===== src/assert_macros.svh =====
// Assertion macros shared by the RTL, empty when SYNTH is defined
`ifndef ASSERT_MACROS_SVH
`define ASSERT_MACROS_SVH

`ifndef SYNTH
`define ASSERT_IMPLY(label, clk, rst_n, ante, cons, msg) \
    label: assert property (@(posedge clk) disable iff (!rst_n) (ante) |-> (cons)) \
        else $error(msg);
`define ASSERT_NEXT(label, clk, rst_n, ante, cons, msg) \
    label: assert property (@(posedge clk) disable iff (!rst_n) (ante) |=> (cons)) \
        else $error(msg);
`else
`define ASSERT_IMPLY(label, clk, rst_n, ante, cons, msg)
`define ASSERT_NEXT(label, clk, rst_n, ante, cons, msg)
`endif

`endif


===== src/tha_pkg.sv =====
// Shared widths, register codes and constants of the track hit aggregator
`timescale 1ns / 1ps

package tha_pkg;

    localparam int ID_W     = 31;
    localparam int POS_W    = 16;
    localparam int ENERGY_W = 24;
    localparam int STEP_W   = 16;
    localparam int SUM_W    = 32;
    localparam int COUNT_W  = 16;
    localparam int ION_W    = 27;
    localparam int LIMIT_W  = 15;
    localparam int TAN_W    = 16;

    localparam int CFG_IDX_W  = 3;
    localparam int CFG_DATA_W = 16;

    typedef enum logic [CFG_IDX_W-1:0] {
        CFG_PRIMARY_ONLY = 3'd0,
        CFG_CENTER_Y     = 3'd1,
        CFG_CENTER_Z     = 3'd2,
        CFG_Y_LIMIT      = 3'd3,
        CFG_RADIUS_LIMIT = 3'd4,
        CFG_CONE_TANGENT = 3'd5
    } t_cfg_idx;

    // Register values after reset
    localparam logic                    RST_PRIMARY_ONLY = 1'b1;
    localparam logic signed [POS_W-1:0] RST_CENTER_Y     = 16'sd80;
    localparam logic signed [POS_W-1:0] RST_CENTER_Z     = 16'sd822;
    localparam logic [LIMIT_W-1:0]      RST_Y_LIMIT      = 15'd320;
    localparam logic [LIMIT_W-1:0]      RST_RADIUS_LIMIT = 15'd510;
    localparam logic [TAN_W-1:0]        RST_CONE_TANGENT = 16'd37838;

    // One ion pair per 38 eV: floor(e / 38) = floor((e >> 1) / 19),
    // taken as ((e >> 1) * ceil(2^36 / 19)) >> 36, exact for 31-bit operands
    localparam logic [5:0]       ION_PAIR_EV = 6'd38;
    localparam logic [31:0]      ION_RECIP   = 32'd3616814566;
    localparam int               ION_SHIFT   = 36;
    localparam logic [COUNT_W-1:0] COUNT_MAX = '1;

endpackage


===== src/tha_hit_if.sv =====
// Handshake channel carrying one detector hit or a flush command
`timescale 1ns / 1ps

interface tha_hit_if;
    import tha_pkg::*;

    logic                    valid;
    logic                    ready;
    logic                    cmd;
    logic [ID_W-1:0]         event_id;
    logic [ID_W-1:0]         track_id;
    logic                    particle_match;
    logic                    from_decay;
    logic signed [POS_W-1:0] x_pos;
    logic signed [POS_W-1:0] y_pos;
    logic signed [POS_W-1:0] z_pos;
    logic [ENERGY_W-1:0]     energy;
    logic [STEP_W-1:0]       step_length;

    modport source (
        output valid, cmd, event_id, track_id, particle_match, from_decay,
               x_pos, y_pos, z_pos, energy, step_length,
        input  ready
    );
    modport sink (
        input  valid, cmd, event_id, track_id, particle_match, from_decay,
               x_pos, y_pos, z_pos, energy, step_length,
        output ready
    );
endinterface


===== src/tha_trk_if.sv =====
// Handshake channel carrying one closed track record
`timescale 1ns / 1ps

interface tha_trk_if;
    import tha_pkg::*;

    logic               valid;
    logic               ready;
    logic [ID_W-1:0]    out_event;
    logic [ID_W-1:0]    out_track;
    logic [SUM_W-1:0]   total_energy;
    logic [COUNT_W-1:0] hit_count;
    logic [SUM_W-1:0]   track_length;
    logic [ION_W-1:0]   ion_pairs;
    logic               contained;

    modport source (
        output valid, out_event, out_track, total_energy, hit_count,
               track_length, ion_pairs, contained,
        input  ready
    );
    modport sink (
        input  valid, out_event, out_track, total_energy, hit_count,
               track_length, ion_pairs, contained,
        output ready
    );
endinterface


===== src/track_hit_aggregator.sv =====
// Top level: groups a stream of detector hits into per-track records
`timescale 1ns / 1ps
`include "assert_macros.svh"

// Usage
//   i_hit  : valid/ready channel of hits; cmd = 1 is a flush of the open track.
//            A transaction completes when valid and ready are both high.
//   o_trk  : valid/ready channel of closed-track records.
//   i_cfg_*: write port for the six registers; write only while idle.
// Hits of the wrong particle, or non-decay hits while primary_only is set,
// are dropped as they are taken in and never enter the pipeline.
// Pipeline: input register, containment products, track state update,
// output register (ion pair count formed on the way in). A closing hit or
// flush passes r1 and r2, then its record r3 and r4, before o_trk shows it.
// Throughput: one transaction per cycle on each side while o_trk is not
// stalled, set by the single track-state register that each hit updates once.
// Reset clears all pipeline valid bits and the open track, and returns the
// registers to their defaults. When the receiver stalls, each stage holds
// while its successor is full; ready ripples back to i_hit, so a bubble
// anywhere in the four stages still lets a new hit in.
module track_hit_aggregator (
    input  logic                              i_clk,
    input  logic                              i_rst_n,
    input  logic                              i_cfg_we,
    input  logic [tha_pkg::CFG_IDX_W-1:0]     i_cfg_idx,
    input  logic [tha_pkg::CFG_DATA_W-1:0]    i_cfg_data,
    tha_hit_if.sink                           i_hit,
    tha_trk_if.source                         o_trk
);
    import tha_pkg::*;

    // ------------------------------------------------------------------
    // Configuration registers
    // ------------------------------------------------------------------
    logic                    r_primary_only;
    logic signed [POS_W-1:0] r_center_y;
    logic signed [POS_W-1:0] r_center_z;
    logic [LIMIT_W-1:0]      r_y_limit;
    logic [LIMIT_W-1:0]      r_radius_limit;
    logic [TAN_W-1:0]        r_cone_tangent;

    always_ff @(posedge i_clk) begin
        if (!i_rst_n) begin
            r_primary_only <= RST_PRIMARY_ONLY;
            r_center_y     <= RST_CENTER_Y;
            r_center_z     <= RST_CENTER_Z;
            r_y_limit      <= RST_Y_LIMIT;
            r_radius_limit <= RST_RADIUS_LIMIT;
            r_cone_tangent <= RST_CONE_TANGENT;
        end else if (i_cfg_we) begin
            case (t_cfg_idx'(i_cfg_idx))
                CFG_PRIMARY_ONLY: r_primary_only <= i_cfg_data[0];
                CFG_CENTER_Y:     r_center_y     <= i_cfg_data;
                CFG_CENTER_Z:     r_center_z     <= i_cfg_data;
                CFG_Y_LIMIT:      r_y_limit      <= i_cfg_data[LIMIT_W-1:0];
                CFG_RADIUS_LIMIT: r_radius_limit <= i_cfg_data[LIMIT_W-1:0];
                CFG_CONE_TANGENT: r_cone_tangent <= i_cfg_data[TAN_W-1:0];
                default: begin
                    // unknown index: drop the write
                end
            endcase
        end
    end

    // ------------------------------------------------------------------
    // Stage flow control: a stage may load when it is empty or draining
    // ------------------------------------------------------------------
    logic r_v1, r_v2, r_v3, r_v4;
    logic rdy1, rdy2, rdy3, rdy4;
    logic in_fire, keep, adv2, emit, adv3;

    assign rdy4 = !r_v4 || o_trk.ready;
    assign rdy3 = !r_v3 || rdy4;
    assign rdy2 = !r_v2 || rdy3;
    assign rdy1 = !r_v1 || rdy2;

    assign i_hit.ready = rdy1;
    assign in_fire     = i_hit.valid && rdy1;

    // Drop hits that fail the particle or process filter on entry
    assign keep = i_hit.cmd ||
                  (i_hit.particle_match && (!r_primary_only || i_hit.from_decay));

    assign adv2 = r_v2 && rdy3;
    assign adv3 = r_v3 && rdy4;

    // ------------------------------------------------------------------
    // Stage 1: input register
    // ------------------------------------------------------------------
    logic                    r1_cmd;
    logic [ID_W-1:0]         r1_event, r1_track;
    logic signed [POS_W-1:0] r1_x, r1_y, r1_z;
    logic [ENERGY_W-1:0]     r1_energy;
    logic [STEP_W-1:0]       r1_step;

    always_ff @(posedge i_clk) begin
        if (rdy1) begin
            r1_cmd    <= i_hit.cmd;
            r1_event  <= i_hit.event_id;
            r1_track  <= i_hit.track_id;
            r1_x      <= i_hit.x_pos;
            r1_y      <= i_hit.y_pos;
            r1_z      <= i_hit.z_pos;
            r1_energy <= i_hit.energy;
            r1_step   <= i_hit.step_length;
        end
    end

    // ------------------------------------------------------------------
    // Stage 1 -> 2: offsets and the products of the containment test
    // ------------------------------------------------------------------
    logic signed [POS_W:0]     dy, dz, dx_ext;
    logic [POS_W:0]            ady_full, adx_full, ndz_full;
    logic signed [2*POS_W-1:0] sq_dx_full;
    logic signed [2*POS_W+1:0] sq_dz_full;
    logic [2*LIMIT_W-1:0]      r_sq_full;
    logic [SUM_W-1:0]          cone_rhs;

    always_comb begin
        dy       = $signed({r1_y[POS_W-1], r1_y}) - $signed({r_center_y[POS_W-1], r_center_y});
        dz       = $signed({r1_z[POS_W-1], r1_z}) - $signed({r_center_z[POS_W-1], r_center_z});
        dx_ext   = $signed({r1_x[POS_W-1], r1_x});
        ady_full = dy[POS_W] ? (17'd0 - dy) : dy;
        adx_full = dx_ext[POS_W] ? (17'd0 - dx_ext) : dx_ext;
        ndz_full = 17'd0 - dz;
        sq_dx_full = r1_x * r1_x;
        sq_dz_full = dz * dz;
        r_sq_full  = r_radius_limit * r_radius_limit;
        cone_rhs   = r_cone_tangent * ndz_full[POS_W-1:0];
    end

    logic                    r2_cmd;
    logic [ID_W-1:0]         r2_event, r2_track;
    logic [ENERGY_W-1:0]     r2_energy;
    logic [STEP_W-1:0]       r2_step;
    logic                    r2_y_ok;
    logic                    r2_dz_neg;
    logic [2*POS_W-2:0]      r2_sq_dx;
    logic [2*POS_W-1:0]      r2_sq_dz;
    logic [2*LIMIT_W-1:0]    r2_r_sq;
    logic [POS_W-1:0]        r2_adx;
    logic [SUM_W-1:0]        r2_cone_rhs;

    always_ff @(posedge i_clk) begin
        if (rdy2) begin
            r2_cmd      <= r1_cmd;
            r2_event    <= r1_event;
            r2_track    <= r1_track;
            r2_energy   <= r1_energy;
            r2_step     <= r1_step;
            r2_y_ok     <= ady_full[POS_W-1:0] <= {1'b0, r_y_limit};
            r2_dz_neg   <= dz[POS_W];
            r2_sq_dx    <= sq_dx_full[2*POS_W-2:0];
            r2_sq_dz    <= sq_dz_full[2*POS_W-1:0];
            r2_r_sq     <= r_sq_full;
            r2_adx      <= adx_full[POS_W-1:0];
            r2_cone_rhs <= cone_rhs;
        end
    end

    // ------------------------------------------------------------------
    // Stage 2 -> 3: containment verdict and the open-track state update
    // ------------------------------------------------------------------
    logic                 r_track_open, n_track_open;
    logic [ID_W-1:0]      r_open_event, n_open_event;
    logic [ID_W-1:0]      r_open_track, n_open_track;
    logic [SUM_W-1:0]     r_energy_sum, n_energy_sum;
    logic [COUNT_W-1:0]   r_hits_seen, n_hits_seen;
    logic [SUM_W-1:0]     r_length_sum, n_length_sum;
    logic                 r_all_inside, n_all_inside;

    logic [SUM_W:0]       ring_sum;
    logic                 ring, cone, hit_ok, same;
    logic [SUM_W-1:0]     base_energy, base_length;
    logic [COUNT_W-1:0]   base_hits;
    logic                 base_inside;
    logic [SUM_W:0]       energy_add, length_add;

    always_comb begin
        ring_sum = {2'b00, r2_sq_dx} + {1'b0, r2_sq_dz};
        ring     = ring_sum <= {3'b000, r2_r_sq};
        cone     = r2_dz_neg && ({r2_adx, 16'd0} <= r2_cone_rhs);
        hit_ok   = r2_y_ok && (ring || cone);
        same     = r_track_open && (r2_event == r_open_event) &&
                   (r2_track == r_open_track);

        // Start from the open track when the hit continues it, else from empty
        base_energy = same ? r_energy_sum : '0;
        base_length = same ? r_length_sum : '0;
        base_hits   = same ? r_hits_seen  : '0;
        base_inside = same ? r_all_inside : 1'b1;
        energy_add  = {1'b0, base_energy} + {{(SUM_W+1-ENERGY_W){1'b0}}, r2_energy};
        length_add  = {1'b0, base_length} + {{(SUM_W+1-STEP_W){1'b0}}, r2_step};

        n_track_open = r_track_open;
        n_open_event = r_open_event;
        n_open_track = r_open_track;
        n_energy_sum = r_energy_sum;
        n_hits_seen  = r_hits_seen;
        n_length_sum = r_length_sum;
        n_all_inside = r_all_inside;
        emit         = 1'b0;

        if (adv2) begin
            if (r2_cmd) begin
                // Flush: close the open track, if any
                emit         = r_track_open;
                n_track_open = 1'b0;
                n_open_event = '0;
                n_open_track = '0;
                n_energy_sum = '0;
                n_hits_seen  = '0;
                n_length_sum = '0;
                n_all_inside = 1'b1;
            end else begin
                emit         = r_track_open && !same;
                n_track_open = 1'b1;
                n_open_event = r2_event;
                n_open_track = r2_track;
                n_energy_sum = energy_add[SUM_W] ? '1 : energy_add[SUM_W-1:0];
                n_length_sum = length_add[SUM_W] ? '1 : length_add[SUM_W-1:0];
                n_hits_seen  = (base_hits == COUNT_MAX) ? base_hits :
                               base_hits + 1'b1;
                n_all_inside = base_inside && hit_ok;
            end
        end
    end

    always_ff @(posedge i_clk) begin
        if (!i_rst_n) begin
            r_track_open <= 1'b0;
            r_open_event <= '0;
            r_open_track <= '0;
            r_energy_sum <= '0;
            r_hits_seen  <= '0;
            r_length_sum <= '0;
            r_all_inside <= 1'b1;
        end else begin
            r_track_open <= n_track_open;
            r_open_event <= n_open_event;
            r_open_track <= n_open_track;
            r_energy_sum <= n_energy_sum;
            r_hits_seen  <= n_hits_seen;
            r_length_sum <= n_length_sum;
            r_all_inside <= n_all_inside;
        end
    end

    // ------------------------------------------------------------------
    // Stage 3: closed-track record
    // ------------------------------------------------------------------
    logic [ID_W-1:0]    r3_event, r3_track;
    logic [SUM_W-1:0]   r3_energy, r3_length;
    logic [COUNT_W-1:0] r3_hits;
    logic               r3_inside;

    always_ff @(posedge i_clk) begin
        if (adv2 && emit) begin
            r3_event  <= r_open_event;
            r3_track  <= r_open_track;
            r3_energy <= r_energy_sum;
            r3_length <= r_length_sum;
            r3_hits   <= r_hits_seen;
            r3_inside <= r_all_inside;
        end
    end

    // ------------------------------------------------------------------
    // Stage 3 -> 4: ion pair count by reciprocal multiply, output register
    // ------------------------------------------------------------------
    logic [2*SUM_W-2:0] ion_prod;
    assign ion_prod = r3_energy[SUM_W-1:1] * ION_RECIP;

    logic [ID_W-1:0]    r4_event, r4_track;
    logic [SUM_W-1:0]   r4_energy, r4_length;
    logic [COUNT_W-1:0] r4_hits;
    logic [ION_W-1:0]   r4_ion;
    logic               r4_inside;

    always_ff @(posedge i_clk) begin
        if (adv3) begin
            r4_event  <= r3_event;
            r4_track  <= r3_track;
            r4_energy <= r3_energy;
            r4_length <= r3_length;
            r4_hits   <= r3_hits;
            r4_ion    <= ion_prod[ION_SHIFT+ION_W-1:ION_SHIFT];
            r4_inside <= r3_inside;
        end
    end

    // Valid bits of the four stages
    always_ff @(posedge i_clk) begin
        if (!i_rst_n) begin
            r_v1 <= 1'b0;
            r_v2 <= 1'b0;
            r_v3 <= 1'b0;
            r_v4 <= 1'b0;
        end else begin
            if (rdy1) r_v1 <= in_fire && keep;
            if (rdy2) r_v2 <= r_v1;
            r_v3 <= (r_v3 && !rdy4) || (adv2 && emit);
            if (rdy4) r_v4 <= r_v3;
        end
    end

    assign o_trk.valid        = r_v4;
    assign o_trk.out_event    = r4_event;
    assign o_trk.out_track    = r4_track;
    assign o_trk.total_energy = r4_energy;
    assign o_trk.hit_count    = r4_hits;
    assign o_trk.track_length = r4_length;
    assign o_trk.ion_pairs    = r4_ion;
    assign o_trk.contained    = r4_inside;

    // ------------------------------------------------------------------
    // Assertions
    // ------------------------------------------------------------------
    logic [SUM_W-1:0] ion_div;
    logic [SUM_W-1:0] ion_back;
    logic [SUM_W-1:0] ion_rem;
    logic             ion_ok;
    logic             closed_clr;
    assign ion_div    = {{(SUM_W-6){1'b0}}, ION_PAIR_EV};
    assign ion_back   = {{(SUM_W-ION_W){1'b0}}, r4_ion} * ion_div;
    assign ion_rem    = r4_energy - ion_back;
    assign ion_ok     = (ion_back <= r4_energy) && (ion_rem < ion_div);
    assign closed_clr = (r_hits_seen == '0) && r_all_inside;

    `ASSERT_IMPLY(a_open_has_hits, i_clk, i_rst_n, r_track_open, r_hits_seen != '0, "no hits")
    `ASSERT_IMPLY(a_closed_is_clear, i_clk, i_rst_n, !r_track_open, closed_clr, "not cleared")
    `ASSERT_IMPLY(a_record_has_hits, i_clk, i_rst_n, r_v4, r4_hits != '0, "empty record")
    `ASSERT_IMPLY(a_ion_pairs_floor, i_clk, i_rst_n, r_v4, ion_ok, "ion pairs not floor")
    `ASSERT_NEXT(a_record_kept, i_clk, i_rst_n, r_v3 && !rdy4, r_v3, "stalled record lost")

endmodule

===== src/flat_wrapper.sv =====
// flat-port wrapper written by rule: the top's interface ports become plain ports
module track_hit_aggregator_flat import tha_pkg::*;
  (i_clk, i_rst_n, i_cfg_we, i_cfg_idx, i_cfg_data, i_hit_valid, i_hit_cmd, i_hit_event_id, i_hit_track_id, i_hit_particle_match, i_hit_from_decay, i_hit_x_pos, i_hit_y_pos, i_hit_z_pos, i_hit_energy, i_hit_step_length, i_hit_ready, o_trk_valid, o_trk_out_event, o_trk_out_track, o_trk_total_energy, o_trk_hit_count, o_trk_track_length, o_trk_ion_pairs, o_trk_contained, o_trk_ready);
  tha_hit_if i_hit_i ();
  tha_trk_if o_trk_i ();
  input  logic i_clk;
  input  logic i_rst_n;
  input  logic i_cfg_we;
  input  logic [tha_pkg::CFG_IDX_W-1:0] i_cfg_idx;
  input  logic [tha_pkg::CFG_DATA_W-1:0] i_cfg_data;
  input wire logic [$bits(i_hit_i.valid)-1:0] i_hit_valid;
  input wire logic [$bits(i_hit_i.cmd)-1:0] i_hit_cmd;
  input wire logic [$bits(i_hit_i.event_id)-1:0] i_hit_event_id;
  input wire logic [$bits(i_hit_i.track_id)-1:0] i_hit_track_id;
  input wire logic [$bits(i_hit_i.particle_match)-1:0] i_hit_particle_match;
  input wire logic [$bits(i_hit_i.from_decay)-1:0] i_hit_from_decay;
  input wire logic [$bits(i_hit_i.x_pos)-1:0] i_hit_x_pos;
  input wire logic [$bits(i_hit_i.y_pos)-1:0] i_hit_y_pos;
  input wire logic [$bits(i_hit_i.z_pos)-1:0] i_hit_z_pos;
  input wire logic [$bits(i_hit_i.energy)-1:0] i_hit_energy;
  input wire logic [$bits(i_hit_i.step_length)-1:0] i_hit_step_length;
  output wire logic [$bits(i_hit_i.ready)-1:0] i_hit_ready;
  output wire logic [$bits(o_trk_i.valid)-1:0] o_trk_valid;
  output wire logic [$bits(o_trk_i.out_event)-1:0] o_trk_out_event;
  output wire logic [$bits(o_trk_i.out_track)-1:0] o_trk_out_track;
  output wire logic [$bits(o_trk_i.total_energy)-1:0] o_trk_total_energy;
  output wire logic [$bits(o_trk_i.hit_count)-1:0] o_trk_hit_count;
  output wire logic [$bits(o_trk_i.track_length)-1:0] o_trk_track_length;
  output wire logic [$bits(o_trk_i.ion_pairs)-1:0] o_trk_ion_pairs;
  output wire logic [$bits(o_trk_i.contained)-1:0] o_trk_contained;
  input wire logic [$bits(o_trk_i.ready)-1:0] o_trk_ready;
  assign i_hit_i.valid = i_hit_valid;
  assign i_hit_i.cmd = i_hit_cmd;
  assign i_hit_i.event_id = i_hit_event_id;
  assign i_hit_i.track_id = i_hit_track_id;
  assign i_hit_i.particle_match = i_hit_particle_match;
  assign i_hit_i.from_decay = i_hit_from_decay;
  assign i_hit_i.x_pos = i_hit_x_pos;
  assign i_hit_i.y_pos = i_hit_y_pos;
  assign i_hit_i.z_pos = i_hit_z_pos;
  assign i_hit_i.energy = i_hit_energy;
  assign i_hit_i.step_length = i_hit_step_length;
  assign i_hit_ready = i_hit_i.ready;
  assign o_trk_valid = o_trk_i.valid;
  assign o_trk_out_event = o_trk_i.out_event;
  assign o_trk_out_track = o_trk_i.out_track;
  assign o_trk_total_energy = o_trk_i.total_energy;
  assign o_trk_hit_count = o_trk_i.hit_count;
  assign o_trk_track_length = o_trk_i.track_length;
  assign o_trk_ion_pairs = o_trk_i.ion_pairs;
  assign o_trk_contained = o_trk_i.contained;
  assign o_trk_i.ready = o_trk_ready;
  track_hit_aggregator u_core (.i_clk(i_clk), .i_rst_n(i_rst_n), .i_cfg_we(i_cfg_we), .i_cfg_idx(i_cfg_idx), .i_cfg_data(i_cfg_data), .i_hit(i_hit_i), .o_trk(o_trk_i));
endmodule

===== config.mk =====
export PLATFORM = sky130hd
export DESIGN_NAME = track_hit_aggregator_flat
export DESIGN_NICKNAME = d
export VERILOG_FILES = /design/src/tha_pkg.sv /design/src/tha_hit_if.sv /design/src/tha_trk_if.sv /design/src/track_hit_aggregator.sv /design/src/flat_wrapper.sv
export VERILOG_INCLUDE_DIRS = /design/src /design/src/src
export SDC_FILE = /design/constraint.sdc
export NUM_CORES = 2
export LEC_CHECK = 0
export ABC_AREA = 1
export BUFFER_PORTS_ARGS = -buffer_cell sky130_fd_sc_hd__clkbuf_2
export CORE_MARGIN = 1.5
export CORE_UTILIZATION = 55
export CTS_CLUSTER_SIZE = 28
export DETAILED_ROUTE_END_ITERATION = 8
export GPL_ROUTABILITY_DRIVEN = 0
export PLACE_DENSITY = 0.72
export SYNTH_ARGS = -nofsm -noshare
export SYNTH_HDL_FRONTEND = slang
export SYNTH_SLANG_ARGS = --single-unit

===== constraint.sdc =====
create_clock -name i_clk -period 13.47 [get_ports i_clk]
set_input_delay 2.694 -clock i_clk [delete_from_list [all_inputs] [get_ports i_clk]]
set_output_delay 2.694 -clock i_clk [all_outputs]
set_load 0.005 [all_outputs]

# Word-level counts from Yosys, hierarchy flattened
# Index checks and enable logic that the tools add are counted.
word_totals:
  regBits: 937
  input_bits: 177
  output_inout_bits: 172
  elab_cells: 129
classes:
  add_sub_neg: 9
  multipliers: 5
  magnitude_cmp: 3
  eq_ne: 8
  n_mux: 18
  reduce_logical: 35
ops:
  columns: ["cell", "count"]
  rows:
  - ["32-bit 2-to-1 mux", 6]
  - ["16-bit 2-to-1 mux", 4]
  - ["31-bit equality test", 2]
  - ["31-bit by 31-bit multiplier with 62-bit output, second input constant", 1]
  - ["31-bit 2-to-1 mux", 2]
  - ["1-bit by 16-bit subtractor with 16-bit output, first input constant", 3]
  - ["16-bit by 16-bit subtractor with 17-bit output", 2]
  - ["31-bit by 32-bit adder with 33-bit output", 1]
  - ["32-bit by 16-bit adder with 33-bit output", 1]
  - ["32-bit by 24-bit adder with 33-bit output", 1]
  - ["33-bit by 30-bit less-or-equal comparator with 1-bit output", 1]
  - ["32-bit less-or-equal comparator", 1]
  - ["16-bit by 16-bit multiplier with 32-bit output", 1]
  - ["17-bit by 17-bit multiplier with 32-bit output", 1]
  - ["16-bit by 16-bit multiplier with 31-bit output", 1]
  - ["15-bit by 15-bit multiplier with 30-bit output", 1]
  - ["16-bit by 1-bit adder with 16-bit output, second input constant", 1]
  - ["16-bit equality test, second input constant", 1]
  - ["16-bit by 15-bit less-or-equal comparator with 1-bit output", 1]
  - ["15-bit 2-to-1 mux", 1]
  - ["1-bit logical AND", 13]
  - ["2-bit AND reduction", 6]
  - ["1-bit logical OR", 8]
  - ["1-bit zero test", 7]
  - ["5 further kinds", 11]

# Longest topological paths before layout
depth:
  word_depth: 9
  mapped_depth: 41
  mapped_depth_nobuf: 41

# Least setup slack after synthesis
# OpenSTA, ideal clock, no wires.
synth_path:
  path_kind: "input to register"
  startpoint: "input o_trk_ready"
  endpoint: "register u_core.r4_inside (netlist: u_core.o_trk.contained), enable pin"
  setup_time_ns: 0.707
  t_arrival_ns: 9.867
  path_slack_ns: 2.896
  cell_stages: 2
  n_path_buf: 0
  cell_sequence: "nor2_1 > nor2_1"
synth_between:
  elab_chain_cells: 2
synth_lines:
  columns: ["element", "line", "source"]
  rows:
  - ["start, declared", "flat_wrapper.sv:31", "input wire logic [$bits(o_trk_i.ready)-1:0] o_trk_ready;"]
  - ["1-bit logical OR", "track_hit_aggregator.sv:72", "assign rdy4 = !r_v4 || o_trk.ready;"]
  - ["1-bit logical AND", "track_hit_aggregator.sv:85", "assign adv3 = r_v3 && rdy4;"]
  - ["named net u_core.adv3", "track_hit_aggregator.sv:70", "logic in_fire, keep, adv2, emit, adv3;"]
  - ["end signal, assigned", "track_hit_aggregator.sv:288", "r4_inside <= r3_inside;"]
  - ["end, declared", "track_hit_aggregator.sv:278", "logic r4_inside;"]
# The timed path passes the listed nets, and every way through them passes these cells.
# A chain may end at the register's enable or synchronous reset.

# Final worst setup path
layout_path:
  startpoint: "register u_core.r1_z[0]"
  endpoint: "register u_core.r2_cone_rhs[31], data pin"
layout_between:
  elab_chain_cells: 3
layout_lines:
  columns: ["element", "line", "source"]
  rows:
  - ["start, declared", "track_hit_aggregator.sv:92", "logic signed [POS_W-1:0] r1_x, r1_y, r1_z;"]
  - ["start signal, assigned", "track_hit_aggregator.sv:103", "r1_z <= i_hit.z_pos;"]
  - ["16-bit by 16-bit subtractor with 17-bit output", "track_hit_aggregator.sv:121", "dz = $signed({r1_z[POS_W-1], r1_z}) - $signed({r_center_z[POS_W-1], r_center_z});"]
  - ["1-bit by 16-bit subtractor with 16-bit output", "track_hit_aggregator.sv:125", "ndz_full = 17'd0 - dz;"]
  - ["16-bit by 16-bit multiplier with 32-bit output", "track_hit_aggregator.sv:129", "cone_rhs = r_cone_tangent * ndz_full[POS_W-1:0];"]
  - ["named net u_core.cone_rhs[31]", "track_hit_aggregator.sv:117", "logic [SUM_W-1:0] cone_rhs;"]
  - ["end signal, assigned", "track_hit_aggregator.sv:157", "r2_cone_rhs <= cone_rhs;"]
  - ["end, declared", "track_hit_aggregator.sv:142", "logic [SUM_W-1:0] r2_cone_rhs;"]
# The timed path passes the listed nets, and every way through them passes these cells.

==> metrics.md <==
| Metric | Value |
|---|---|
| Final min period | 9.88 ns |
| Final Hold Fails | 0 |
| Clock sinks | 933 |
| CTS tree | built |
| Final period util | 0.734 |
| R2R Path Start | u_core.r1_z[0] |
| Status | completed |
| GR Overflow Total | 0 |
| Vias in the first global route | 65,900 |
| Worst path bufs/invs | 8 |
| Crit-path max cell delay | 0.72 ns |
| Antenna violations before repair | 22 |
| Async set-reset flop share out of synthesis | 0 |
| Mapped Nets | 11,300 |
| First-pass GRT wire length | 362 mm |
| Post-Syn Area | 87,200 sq um |
| Crit path max-delay family | adder cells |
| DRT Wirelength | 230 mm |
| Critical Path Source | u_core.r1_z[0] |
| IO buf count | 348 |
| Synth warn | 0 |
| DR WL/cell | 19.8 um |
| Post-CTS setup repair buffer count | 0 |
| Clk slew on worst S/H paths | 0.06 ns |
| Register-to-register setup slack | 3.59 ns |
| DP HPWL | 185 mm |
| Clock root buffer master | clkbuf_16 |
| H-tree Lvls | 3 |
| Post-CTS sizing | 0 |
| EDFF count, synth | 706 |
| Area grow syn2layout | 8.61% |
| Core ar. | 157,000 sq um |
| CP Launch Type | register |
| Top cells by area, synth | fa_1 27%, edfxtp_1 24%, ha_1 12% |
| Top FF cell, synth | edfxtp_1 |
| Nets | 11,600 |
| Layout cells sized above 1 | 0.0675 |
| Final setup vio count | 0 |
| Peak Freq | 101 MHz |
| Via count | 63,500 |
| # DRC | 0 |
| Commonest non-fill, non-tap cells in the layout | 2,180 x inv_1, 1,492 x nand2_1, 1,175 x fa_1 |
| DRT Pass-1 Iters | 9 |
| #FFs+latches synth | 933 |
| Rel. slew slack | 0.184 |
| GRT Total Usage | 0.290 |
| Clk_lat worst skew | 0.76 ns |
| Slowest cell on crit path | xnor2_1 |
| RSZ-0062 raised after global routing | no |
| Req. time, crit path | 13.94 ns |
| Effective utilization at floorplan | 0.556 |
| Cts hold-fix bufs | 0 |
| Worst Setup End Kind | register |
| Distinct cells, synth | 65 |
| Die H | 401 um |
| IO Pins | 349 |
| Top cell type's share of synthesized area | 0.270 |
| Max-Cap Viols | 0 |
| Crit path DAT | 10.35 ns |
| Leading area contributor after synthesis | fa_1 |
| Post-Synthesis Cells | 9,162 |
| Crit Path Max Fanout | 17 |
| Largest net degree at the start of global routing | 90 |
| Clock buffer depth | 3 |
| Commonest non-fill, non-tap cell in the layout | inv_1 |
| WS Path Type | reg -> reg |
| Clock Skew | 0.0648 ns |
| DR iter-0 viols | 5,658 |
| Vias per cell | 5.46 |
| Slew @ Worst Pin | 1.22 ns |
| HP Class | reg -> reg |
| Setup TNS | 0 ns |
| Post-synthesis area per instance | 9.52 sq um |
| Antenna Nets Post-Route | 0 |
| Seq/Total Area, Yosys | 0.295 |
| Total CTS buffers | 101 |
| Max-slew violation count | 0 |
| Rows | 145 |
| Hold Crit Start | u_core.r1_energy[3] |
| Die X | 401 um |
| Die area | 161,000 sq um |
## registers in the layout, summed over array words and instances, names as in the netlist, 32 cells and up
register,flops
u_core.o_trk.total_energy,32
u_core.o_trk.track_length,32
u_core.r2_cone_rhs,32
u_core.r3_energy,32
u_core.r3_length,32
u_core.r_energy_sum,32
u_core.r_length_sum,32
## logic make-up after synthesis
kind of cell / share of synthesized area
and+or+nand+nor: 0.120
adders and majority gates: 0.388
DFF: 0.295
AOI/OAI and AO/OA: 0.0609
xor gates and xnor gates: 0.0321
buffers and inverters: 0.103
## layout make-up
type	instances	area [sq um]
Multi-Input combinational cell	5838	52500
Fill cell	12800	62000
Timing Repair Buffer	377	1960
Tap cell	2058	2570
Inverter	2206	8290
Clock buffer	141	2930
Clock inverter	50	678
Sequential cell	933	25700
Antenna cell	15	37.5
## routing by layer
layer / vias to the layer above / global-route usage / share of wire
li1: 29100 / - / -
met1: 31000 / 0.373 / 0.39
met2: 2778 / 0.477 / 0.47
met3: 603 / 0.0531 / 0.086
met4: 12 / 0.134 / 0.051
met5: - / 0 / 0.00038
## stage by stage
step	hold WS, ns	area [sq um]	std cells	util	worst slack, ns
6_report	0.368	94700	11600	0.604	3.59
5_1_grt	0.357	94700	11600	0.604	3.09
4_1_cts	0.359	94700	11600	0.604	3.82
3_5_place_dp	0.405	91100	11400	0.581	3.83
3_3_place_gp	0.401	91100	11400	0.581	4.08
2_1_floorplan	0.400	87200	9162	-	2.90
## final timing paths
check,cells past startpoint,endpoint
min,0,u_core.r2_energy[3]
max reg2reg,33,u_core.r2_cone_rhs[31]
min reg2reg,0,u_core.r2_energy[3]
max,33,u_core.r2_cone_rhs[31]
## Yosys cell counts (all sizes together) (7+ instances only)
master and count:
a211oi 9, a21boi 10, a21o 20, a21oi 538, a31oi 29, and2 7
buf 28, clkbuf 157, dfxtp 227, edfxtp 706, fa 1175, ha 827
inv 2203, nand2 1503, nand3 209, nand3b 12, nand4 66, nor2 648
nor3 70, nor4 20, o211ai 36, o21a 16, o21ai 248, o21bai 22
o221ai 8, o31ai 9, or2 14, xnor2 118, xor2 196
Power is not shown: default switching activity piles up to over one toggle a cycle in this logic, so the estimate is an artifact.
